<file path="config.mk">
export PLATFORM = sky130hd
export DESIGN_NAME = cofactor_determinant
export DESIGN_NICKNAME = d
export VERILOG_FILES = /design/src/design/cfd_pkg.sv /design/src/design/cfd_perm.sv /design/src/design/cfd_dp.sv /design/src/design/cfd_ctrl.sv /design/src/design/cofactor_determinant.sv
export SDC_FILE = /design/constraint.sdc
export NUM_CORES = 2
export LEC_CHECK = 0
export BUFFER_PORTS_ARGS = -buffer_cell sky130_fd_sc_hd__buf_2
export CORE_MARGIN = 3
export CORE_UTILIZATION = 40
export DETAILED_ROUTE_END_ITERATION = 16
export GPL_TIMING_DRIVEN = 0
export PLACE_DENSITY = 0.64
export SYNTH_ARGS = -nofsm -noshare
export SYNTH_HDL_FRONTEND = slang
export SYNTH_SLANG_ARGS = --single-unit
</file>
<file path="constraint.sdc">
create_clock -name clk_i -period 10.1 [get_ports clk_i]
set_input_delay 0 -clock clk_i [delete_from_list [all_inputs] [get_ports clk_i]]
set_output_delay 0 -clock clk_i [all_outputs]
set_load 0.02 [all_outputs]
</file>
<file path="src/design/cfd_pkg.sv">
package cfd_pkg;

  // Field widths
  localparam int ELEM_W  = 12;
  localparam int RES_W   = 50;
  localparam int ORDER_W = 3;

  // Defaults
  localparam int              MAX_ORDER_DEF = 4;
  localparam logic [ORDER_W-1:0] ORDER_RESET = 3'd4;

  // Controller to datapath / sequencer commands
  typedef struct packed {
    logic load;       // write one element into the store
    logic init;       // restart the permutation sequence, clear the sum
    logic fetch;      // read one element of the current term
    logic mul;        // multiply the fetched element into the term
    logic mul_first;  // first factor of a term
    logic acc;        // add or subtract the finished term
    logic step;       // advance the permutation sequencer
    logic emit;       // capture the determinant
  } cmd_t;

  // Sequencer to controller status
  typedef struct packed {
    logic fin;        // all permutations visited
    logic emit;       // the next step produces a new permutation
  } perm_sts_t;

endpackage

</file>
<file path="src/design/cfd_perm.sv">
module cfd_perm #(
  parameter int MAX_ORDER = cfd_pkg::MAX_ORDER_DEF,
  parameter int CntW      = $clog2(MAX_ORDER + 1),
  parameter int IdxW      = (MAX_ORDER > 1) ? $clog2(MAX_ORDER) : 1
) (
  input  logic              clk_i,
  input  logic              rst_ni,
  input  cfd_pkg::cmd_t     cmd_i,
  input  logic [CntW-1:0]   order_i,
  input  logic [IdxW-1:0]   row_i,
  output logic [IdxW-1:0]   col_o,
  output logic              neg_o,
  output cfd_pkg::perm_sts_t sts_o
);
  import cfd_pkg::*;

  logic [IdxW-1:0] perm_q [MAX_ORDER];
  logic [IdxW-1:0] perm_d [MAX_ORDER];
  logic [IdxW-1:0] c_q    [MAX_ORDER];
  logic [IdxW-1:0] c_d    [MAX_ORDER];
  logic [CntW-1:0] i_q, i_d;
  logic            neg_q, neg_d;
  logic [IdxW-1:0] i_idx;
  logic [IdxW-1:0] c_sel;
  logic [IdxW-1:0] swap_lo;
  logic            fin;
  logic            hit;

  // Heap's algorithm: one counter step per cycle while step is commanded, each swap flips the sign
  assign i_idx   = i_q[IdxW-1:0];
  assign c_sel   = c_q[i_idx];
  assign fin     = (i_q >= order_i);
  assign hit     = !fin && (CntW'(c_sel) < i_q);
  assign swap_lo = i_q[0] ? c_sel : '0;

  assign sts_o.fin  = fin;
  assign sts_o.emit = hit;
  assign col_o      = perm_q[row_i];
  assign neg_o      = neg_q;

  always_comb begin
    perm_d = perm_q;
    c_d    = c_q;
    i_d    = i_q;
    neg_d  = neg_q;
    if (cmd_i.init) begin
      for (int k = 0; k < MAX_ORDER; k++) begin
        perm_d[k] = IdxW'(k);
        c_d[k]    = '0;
      end
      i_d   = CntW'(1);
      neg_d = 1'b0;
    end else if (cmd_i.step && !fin) begin
      if (hit) begin
        perm_d[swap_lo] = perm_q[i_idx];
        perm_d[i_idx]   = perm_q[swap_lo];
        c_d[i_idx]      = c_sel + IdxW'(1);
        i_d             = CntW'(1);
        neg_d           = !neg_q;
      end else begin
        c_d[i_idx] = '0;
        i_d        = i_q + CntW'(1);
      end
    end
  end

  // Hold the sequencer state
  always_ff @(posedge clk_i or negedge rst_ni) begin
    if (!rst_ni) begin
      for (int k = 0; k < MAX_ORDER; k++) begin
        perm_q[k] <= IdxW'(k);
        c_q[k]    <= '0;
      end
      i_q   <= CntW'(1);
      neg_q <= 1'b0;
    end else begin
      perm_q <= perm_d;
      c_q    <= c_d;
      i_q    <= i_d;
      neg_q  <= neg_d;
    end
  end

endmodule

</file>
<file path="src/design/cfd_dp.sv">
module cfd_dp #(
  parameter int MAX_ORDER = cfd_pkg::MAX_ORDER_DEF,
  parameter int IdxW      = (MAX_ORDER > 1) ? $clog2(MAX_ORDER) : 1
) (
  input  logic                              clk_i,
  input  cfd_pkg::cmd_t                     cmd_i,
  input  logic signed [cfd_pkg::ELEM_W-1:0] element_i,
  input  logic [IdxW-1:0]                   ld_row_i,
  input  logic [IdxW-1:0]                   ld_col_i,
  input  logic [IdxW-1:0]                   rd_row_i,
  input  logic [IdxW-1:0]                   rd_col_i,
  input  logic                              neg_i,
  output logic signed [cfd_pkg::RES_W-1:0]  det_o
);
  import cfd_pkg::*;

  logic signed [ELEM_W-1:0]       store_q [MAX_ORDER][MAX_ORDER];
  logic signed [ELEM_W-1:0]       elem_q;
  logic signed [RES_W-1:0]        prod_q;
  logic signed [RES_W-1:0]        acc_q;
  logic signed [RES_W-1:0]        res_q;
  logic signed [RES_W-1:0]        mul_a;
  logic signed [RES_W+ELEM_W-1:0] mul_full;

  // Multiply the running term by the fetched element, keep the low bits
  assign mul_a    = cmd_i.mul_first ? RES_W'(1) : prod_q;
  assign mul_full = mul_a * elem_q;
  assign det_o    = res_q;

  // Load elements, fetch, multiply and accumulate terms
  always_ff @(posedge clk_i) begin
    if (cmd_i.load) begin
      store_q[ld_row_i][ld_col_i] <= element_i;
    end
    if (cmd_i.fetch) begin
      elem_q <= store_q[rd_row_i][rd_col_i];
    end
    if (cmd_i.mul) begin
      prod_q <= mul_full[RES_W-1:0];
    end
    if (cmd_i.init) begin
      acc_q <= '0;
    end else if (cmd_i.acc) begin
      acc_q <= neg_i ? (acc_q - prod_q) : (acc_q + prod_q);
    end
    if (cmd_i.emit) begin
      res_q <= acc_q;
    end
  end

endmodule

</file>
<file path="src/design/cfd_ctrl.sv">
module cfd_ctrl #(
  parameter int MAX_ORDER = cfd_pkg::MAX_ORDER_DEF,
  parameter int CntW      = $clog2(MAX_ORDER + 1),
  parameter int IdxW      = (MAX_ORDER > 1) ? $clog2(MAX_ORDER) : 1
) (
  input  logic                          clk_i,
  input  logic                          rst_ni,
  input  logic                          start,
  output logic                          busy,
  input  logic                          cfg_valid_i,
  output logic                          cfg_ready_o,
  input  logic [cfd_pkg::ORDER_W-1:0]   cfg_data_i,
  input  cfd_pkg::perm_sts_t            sts_i,
  output cfd_pkg::cmd_t                 cmd_o,
  output logic [CntW-1:0]               order_o,
  output logic [IdxW-1:0]               ld_row_o,
  output logic [IdxW-1:0]               ld_col_o,
  output logic [IdxW-1:0]               rd_row_o,
  output logic                          done_o
);
  import cfd_pkg::*;

  localparam logic [2:0] S_IDLE = 3'd0;
  localparam logic [2:0] S_INIT = 3'd1;
  localparam logic [2:0] S_PROD = 3'd2;
  localparam logic [2:0] S_ACC  = 3'd3;
  localparam logic [2:0] S_STEP = 3'd4;

  logic [2:0]         state_q, state_d;
  logic [ORDER_W-1:0] order_q, order_d;
  logic [IdxW-1:0]    ld_row_q, ld_row_d;
  logic [IdxW-1:0]    ld_col_q, ld_col_d;
  logic [CntW-1:0]    row_q, row_d;
  logic               done_q, done_d;
  logic [CntW-1:0]    n;
  logic [CntW-1:0]    n_m1;
  logic               req;
  logic               cfg_wr;

  // Clamp the configured order to 1..MAX_ORDER
  always_comb begin
    if (order_q == '0) begin
      n = CntW'(1);
    end else if (order_q > ORDER_W'(MAX_ORDER)) begin
      n = CntW'(MAX_ORDER);
    end else begin
      n = order_q[CntW-1:0];
    end
  end

  // Hold off a config write while an element request is offered
  assign n_m1        = n - CntW'(1);
  assign busy        = (state_q != S_IDLE);
  assign req         = start && !busy;
  assign cfg_ready_o = !busy && !start;
  assign cfg_wr      = cfg_valid_i && cfg_ready_o;
  assign order_o     = n;
  assign ld_row_o    = ld_row_q;
  assign ld_col_o    = ld_col_q;
  assign rd_row_o    = row_q[IdxW-1:0];
  assign done_o      = done_q;

  // Sequence load, term products, accumulation and permutation steps
  always_comb begin
    state_d  = state_q;
    order_d  = order_q;
    ld_row_d = ld_row_q;
    ld_col_d = ld_col_q;
    row_d    = row_q;
    done_d   = 1'b0;
    cmd_o    = '0;
    case (state_q)
      S_IDLE: begin
        if (cfg_wr) begin
          order_d  = cfg_data_i;
          ld_row_d = '0;
          ld_col_d = '0;
        end else if (req) begin
          cmd_o.load = 1'b1;
          if (CntW'(ld_col_q) == n_m1) begin
            ld_col_d = '0;
            if (CntW'(ld_row_q) == n_m1) begin
              ld_row_d = '0;
              state_d  = S_INIT;
            end else begin
              ld_row_d = ld_row_q + IdxW'(1);
            end
          end else begin
            ld_col_d = ld_col_q + IdxW'(1);
          end
        end
      end
      S_INIT: begin
        cmd_o.init = 1'b1;
        row_d      = '0;
        state_d    = S_PROD;
      end
      S_PROD: begin
        // fetch row k while multiplying the element of row k-1
        cmd_o.fetch     = (row_q < n);
        cmd_o.mul       = (row_q != '0);
        cmd_o.mul_first = (row_q == CntW'(1));
        row_d           = row_q + CntW'(1);
        if (row_q == n) begin
          state_d = S_ACC;
        end
      end
      S_ACC: begin
        cmd_o.acc = 1'b1;
        state_d   = S_STEP;
      end
      S_STEP: begin
        if (sts_i.fin) begin
          cmd_o.emit = 1'b1;
          done_d     = 1'b1;
          state_d    = S_IDLE;
        end else begin
          cmd_o.step = 1'b1;
          if (sts_i.emit) begin
            row_d   = '0;
            state_d = S_PROD;
          end
        end
      end
      default: begin
        state_d = S_IDLE;
      end
    endcase
  end

  always_ff @(posedge clk_i or negedge rst_ni) begin
    if (!rst_ni) begin
      state_q  <= S_IDLE;
      order_q  <= ORDER_RESET;
      ld_row_q <= '0;
      ld_col_q <= '0;
      row_q    <= '0;
      done_q   <= 1'b0;
    end else begin
      state_q  <= state_d;
      order_q  <= order_d;
      ld_row_q <= ld_row_d;
      ld_col_q <= ld_col_d;
      row_q    <= row_d;
      done_q   <= done_d;
    end
  end

endmodule

</file>
<file path="src/design/cofactor_determinant.sv">
// Channel   Direction  Handshake                    Payload
// request   in         start high, busy low         element_value_i
// config    in         cfg_valid_i and cfg_ready_o  cfg_data_i (order in use)
// result    out        result_valid_o, one cycle    determinant_value_o
//
// Elements load one per cycle while busy is low, row-major order.
// After the last element the determinant is summed over all n! permutations
// of the columns, one shared 50x12 multiplier taking one factor per cycle;
// each term is formed, then added or subtracted, then the sequencer steps
// to the next permutation; after the last one the result strobe follows.
// Reset clears the load position and sets the order to 4; a config write
// restarts the load. The result strobe cannot be stalled by the receiver.
module cofactor_determinant #(
  parameter int MAX_ORDER = cfd_pkg::MAX_ORDER_DEF
) (
  input  logic                              clk_i,
  input  logic                              rst_ni,
  input  logic                              start,
  output logic                              busy,
  input  logic signed [cfd_pkg::ELEM_W-1:0] element_value_i,
  input  logic                              cfg_valid_i,
  output logic                              cfg_ready_o,
  input  logic [cfd_pkg::ORDER_W-1:0]       cfg_data_i,
  output logic                              result_valid_o,
  output logic signed [cfd_pkg::RES_W-1:0]  determinant_value_o
);
  import cfd_pkg::*;

  localparam int CntW = $clog2(MAX_ORDER + 1);
  localparam int IdxW = (MAX_ORDER > 1) ? $clog2(MAX_ORDER) : 1;

  cmd_t            cmd;
  perm_sts_t       sts;
  logic [CntW-1:0] order;
  logic [IdxW-1:0] ld_row;
  logic [IdxW-1:0] ld_col;
  logic [IdxW-1:0] rd_row;
  logic [IdxW-1:0] rd_col;
  logic            neg;

  cfd_ctrl #(
    .MAX_ORDER (MAX_ORDER),
    .CntW      (CntW),
    .IdxW      (IdxW)
  ) u_ctrl (
    .clk_i       (clk_i),
    .rst_ni      (rst_ni),
    .start       (start),
    .busy        (busy),
    .cfg_valid_i (cfg_valid_i),
    .cfg_ready_o (cfg_ready_o),
    .cfg_data_i  (cfg_data_i),
    .sts_i       (sts),
    .cmd_o       (cmd),
    .order_o     (order),
    .ld_row_o    (ld_row),
    .ld_col_o    (ld_col),
    .rd_row_o    (rd_row),
    .done_o      (result_valid_o)
  );

  cfd_perm #(
    .MAX_ORDER (MAX_ORDER),
    .CntW      (CntW),
    .IdxW      (IdxW)
  ) u_perm (
    .clk_i   (clk_i),
    .rst_ni  (rst_ni),
    .cmd_i   (cmd),
    .order_i (order),
    .row_i   (rd_row),
    .col_o   (rd_col),
    .neg_o   (neg),
    .sts_o   (sts)
  );

  cfd_dp #(
    .MAX_ORDER (MAX_ORDER),
    .IdxW      (IdxW)
  ) u_dp (
    .clk_i     (clk_i),
    .cmd_i     (cmd),
    .element_i (element_value_i),
    .ld_row_i  (ld_row),
    .ld_col_i  (ld_col),
    .rd_row_i  (rd_row),
    .rd_col_i  (rd_col),
    .neg_i     (neg),
    .det_o     (determinant_value_o)
  );

endmodule

</file>
==> impl_metrics.py <==
metrics = {
    "routing": {
        "wirelength_microns": 92400,
        "ant_nets": 0,
        "drtPass1Iterations": 5,
        "drtIter0Drc": 1889,
        "wl_per_cell_microns": 19.6,
        "vias": 24839,
        "vias_per_cell": 5.28,
        "route.detailed.drc": 0,
    },
    "worst_hold_path": {
        "hp-class": "primary input to async pin",
    },
    "setup_path": {
        "cp_common_cell": "fa_1",
        "worst-path-buf-inv": 10,
        "crit_family": "adder cells",
        "cp.depth": 30,
        "crit_path_start_kind": "flop",
        "critical-path-max-stage-delay_ns": 0.57,
        "required_ns": 10.56,
        "worstPathMaxFanout": 10,
        "cp-end-kind": "flop",
        "slowest_stage": "fa_1",
        "r2r_cells": 30,
        "cp.arrival_ns": 10.12,
        "criticalPathCategory": "flop to flop",
    },
    "sta": {
        "setup_viol": 0,
        "worstMarginPinSlew_ns": 1.11,
        "skew_ns": 0.0316,
        "grt_setup_unrepaired": "no",
        "slew_viol_final": 0,
        "finalCritPeriodShare_pct": 95.6,
        "final.setup.worst_slack_ns": 0.445,
        "max_freq_ghz": 0.104,
        "hold_violations": 0,
        "fin_crit_ns": 9.66,
        "slew_headroom_pct": 25.7,
    },
    "floorplanning": {
        "start_util_pct": 40.6,
        "die-height_microns": 301,
        "row_count": 107,
        "die_w_microns": 301,
        "pin_count": 72,
        "core_sq_mm": 0.0857,
        "die_area_sq_mm": 0.0905,
    },
    "final_layout": {
        "regArea_sq_mm": 0.0110,
        "multi_input_area_sq_mm": 0.0211,
        "fin_nets": 4148,
        "fillCellCount": 8193,
        "final_area_sq_mm": 0.0383,
        "fin_cells": 4701,
        "syn_to_final_growth_pct": 10.1,
        "drive_above_1_share_pct": 7.25,
        "antenna_cells": 0,
    },
    "synthesis": {
        "synth_area_per_cell_sq_um": 10.3,
        "synth_area_leaders": "edfxtp_1 26%, fa_1 24%, ha_1 6.6%",
        "async_reset_ff_share_pct": 8.76,
        "synth_edf_count": 304,
        "synth_cell_type_count": 81,
        "synth_cells": 3387,
        "yosysTopAreaCellShare_pct": 26.2,
        "seq_area_frac_synth_pct": 31.6,
        "ys.flop_type": "edfxtp_1",
        "synth.cells.most_frequent": "527 x inv_1, 489 x nand2_1, 421 x fa_1",
        "synth.cell_area_sq_mm": 0.0348,
        "ys_ff_latch": 388,
        "synth_warnings": 0,
        "post-synth-top-count-cell": "inv_1",
        "synthesis.nets": 4010,
        "yosysTopAreaCell": "edfxtp_1",
    },
    "global_routing": {
        "grt_pass1_vias": 24872,
        "grt_pass1_wl_microns": 146000,
        "gr-total-overflow": 0,
        "grt_usage_pct": 20.8,
        "grt_max_degree": 36,
        "antenna_found_initial": 3,
    },
    "clocking": {
        "clockBufferDepth": 3,
        "post_cts_buffers": 0,
        "cts_max_level": 2,
        "cts_tree": "built",
        "cts_root_buf": "clkbuf_16",
        "cts_sinks": 388,
        "cts_buffers": 42,
        "path_clk_slew_ns": 0.07,
        "clk_latency_ns": 0.61,
    },
    "place": {
        "dpl_cell_area_sq_mm": 0.0367,
        "pre_cts_ws_ns": -0.440,
        "placedCellCount": 4605,
        "gp_congestion": 0.902,
        "numPortBuffers": 71,
        "dpl.hpwl_microns": 73300,
    },
    "run_status": {
        "status": "finished, final reports clean",
    },
    "run": {
        "maxCapViolations": 0,
    },
}
logic make-up (layout without fill, tap and decap cells):
family	Yosys count	after routing	share of synthesized area (%)
XOR/XNOR	153	153	3.85
buffers and inverters	717	887	7.78
AO/OA/AOI/OAI	428	428	7.75
flip-flops	388	388	31.6
adder cells (fa/ha/maj)	604	604	30.8
multiplexers	75	75	4.51
AND/OR/NAND/NOR	1022	1022	13.7
routing by layer:
layer	wire length [microns]	track usage [%]	vias to the layer above
li1	-	-	11422
met5	18	0	-
met4	3690	7.25	2
met3	6290	2.95	172
met1	39900	29.1	12383
met2	42400	33.0	860
final cells by class:
cell class,instances,share of cell area (%)
buffer,186,1.87
clock buffer,46,2.81
clock inverter,30,0.875
inverter,529,5.18
multi-input combinational,2282,55.2
sequential,388,28.7
tap,1144,3.74
timing repair buffer,96,1.68
per-stage QoR:
stage / hold WS (ns) / setup TNS (ns) / util [%]
after CTS: 0.0204 / 0 / 44.7
after floorplan: -0.296 / 0 / -
final: 0.0120 / 0 / 44.7
after global routing: 0.0967 / 0 / 44.7
after global placement: 0.127 / -1.47 / 42.7
after detailed placement: 0.132 / -2.53 / 42.8
timing repair:
item	CTS	global route
setup endpoints to repair	11	11
hold buffers	22	0
gates resized for setup	4	7
hold endpoints to repair	233	0
state kept, by name, summed over array words and instances, names as in the netlist:
signal,cells
u_ctrl.state_q,3
u_perm.c_q,8
u_ctrl.order_q,3
u_dp.store_q,192
u_ctrl.ld_row_o,2
u_perm.perm_q,8
u_ctrl.done_o,1
u_ctrl.row_q,3
u_perm.neg_o,1
u_ctrl.ld_col_o,2
u_perm.i_q,3
u_dp.prod_q,50
u_dp.acc_q,50
u_dp.det_o,50
u_dp.elem_q,12
worst paths after layout:
path	from	endpoint	slack [ns]
worst max-delay path	u_ctrl.row_q[1]	u_dp.prod_q[46]	0.44
worst min-delay path	rst_ni	u_perm.i_q[2]	0.01
worst max register to register	u_ctrl.row_q[1]	u_dp.prod_q[46]	0.44
worst min register to register	u_dp.acc_q[44]	u_dp.det_o[44]	0.47
min in group clk_i	element_value_i[10]	u_dp.store_q[0][46]	0.33
max in group asynchronous	rst_ni	u_perm.c_q[0]	9.57
cells in the final DEF, fill, tap and decap left out, types with 8 or more instances in the layout:
| cell type | instances |
|---|---|
| nor3_1 | 27 |
| xnor2_1 | 117 |
| nand2_1 | 489 |
| o211ai_1 | 12 |
| and2_1 | 57 |
| clkinv_1 | 8 |
| nor4_1 | 9 |
| o21bai_1 | 11 |
| o21ai_0 | 104 |
| and3_1 | 117 |
| edfxtp_1 | 304 |
| a21o_1 | 45 |
| clkbuf_16 | 42 |
| or3_1 | 13 |
| nand4_1 | 18 |
| mux4_2 | 65 |
| a21oi_1 | 130 |
| a31oi_1 | 20 |
| dfxtp_1 | 50 |
| xor2_1 | 36 |
| clkbuf_1 | 169 |
| o21a_1 | 12 |
| fa_1 | 421 |
| inv_1 | 527 |
| buf_2 | 75 |
| ha_1 | 183 |
| nand2b_1 | 21 |
| buf_1 | 11 |
| o31ai_1 | 10 |
| nand3_1 | 68 |
| dlygate4sd3_1 | 22 |
| clkinvlp_4 | 8 |
| dfrtp_1 | 28 |
| nor2b_1 | 21 |
| a211oi_1 | 16 |
| nor2_1 | 144 |
Power is not shown: default switching activity piles up to over one toggle a cycle in this logic, so the estimate is an artifact.
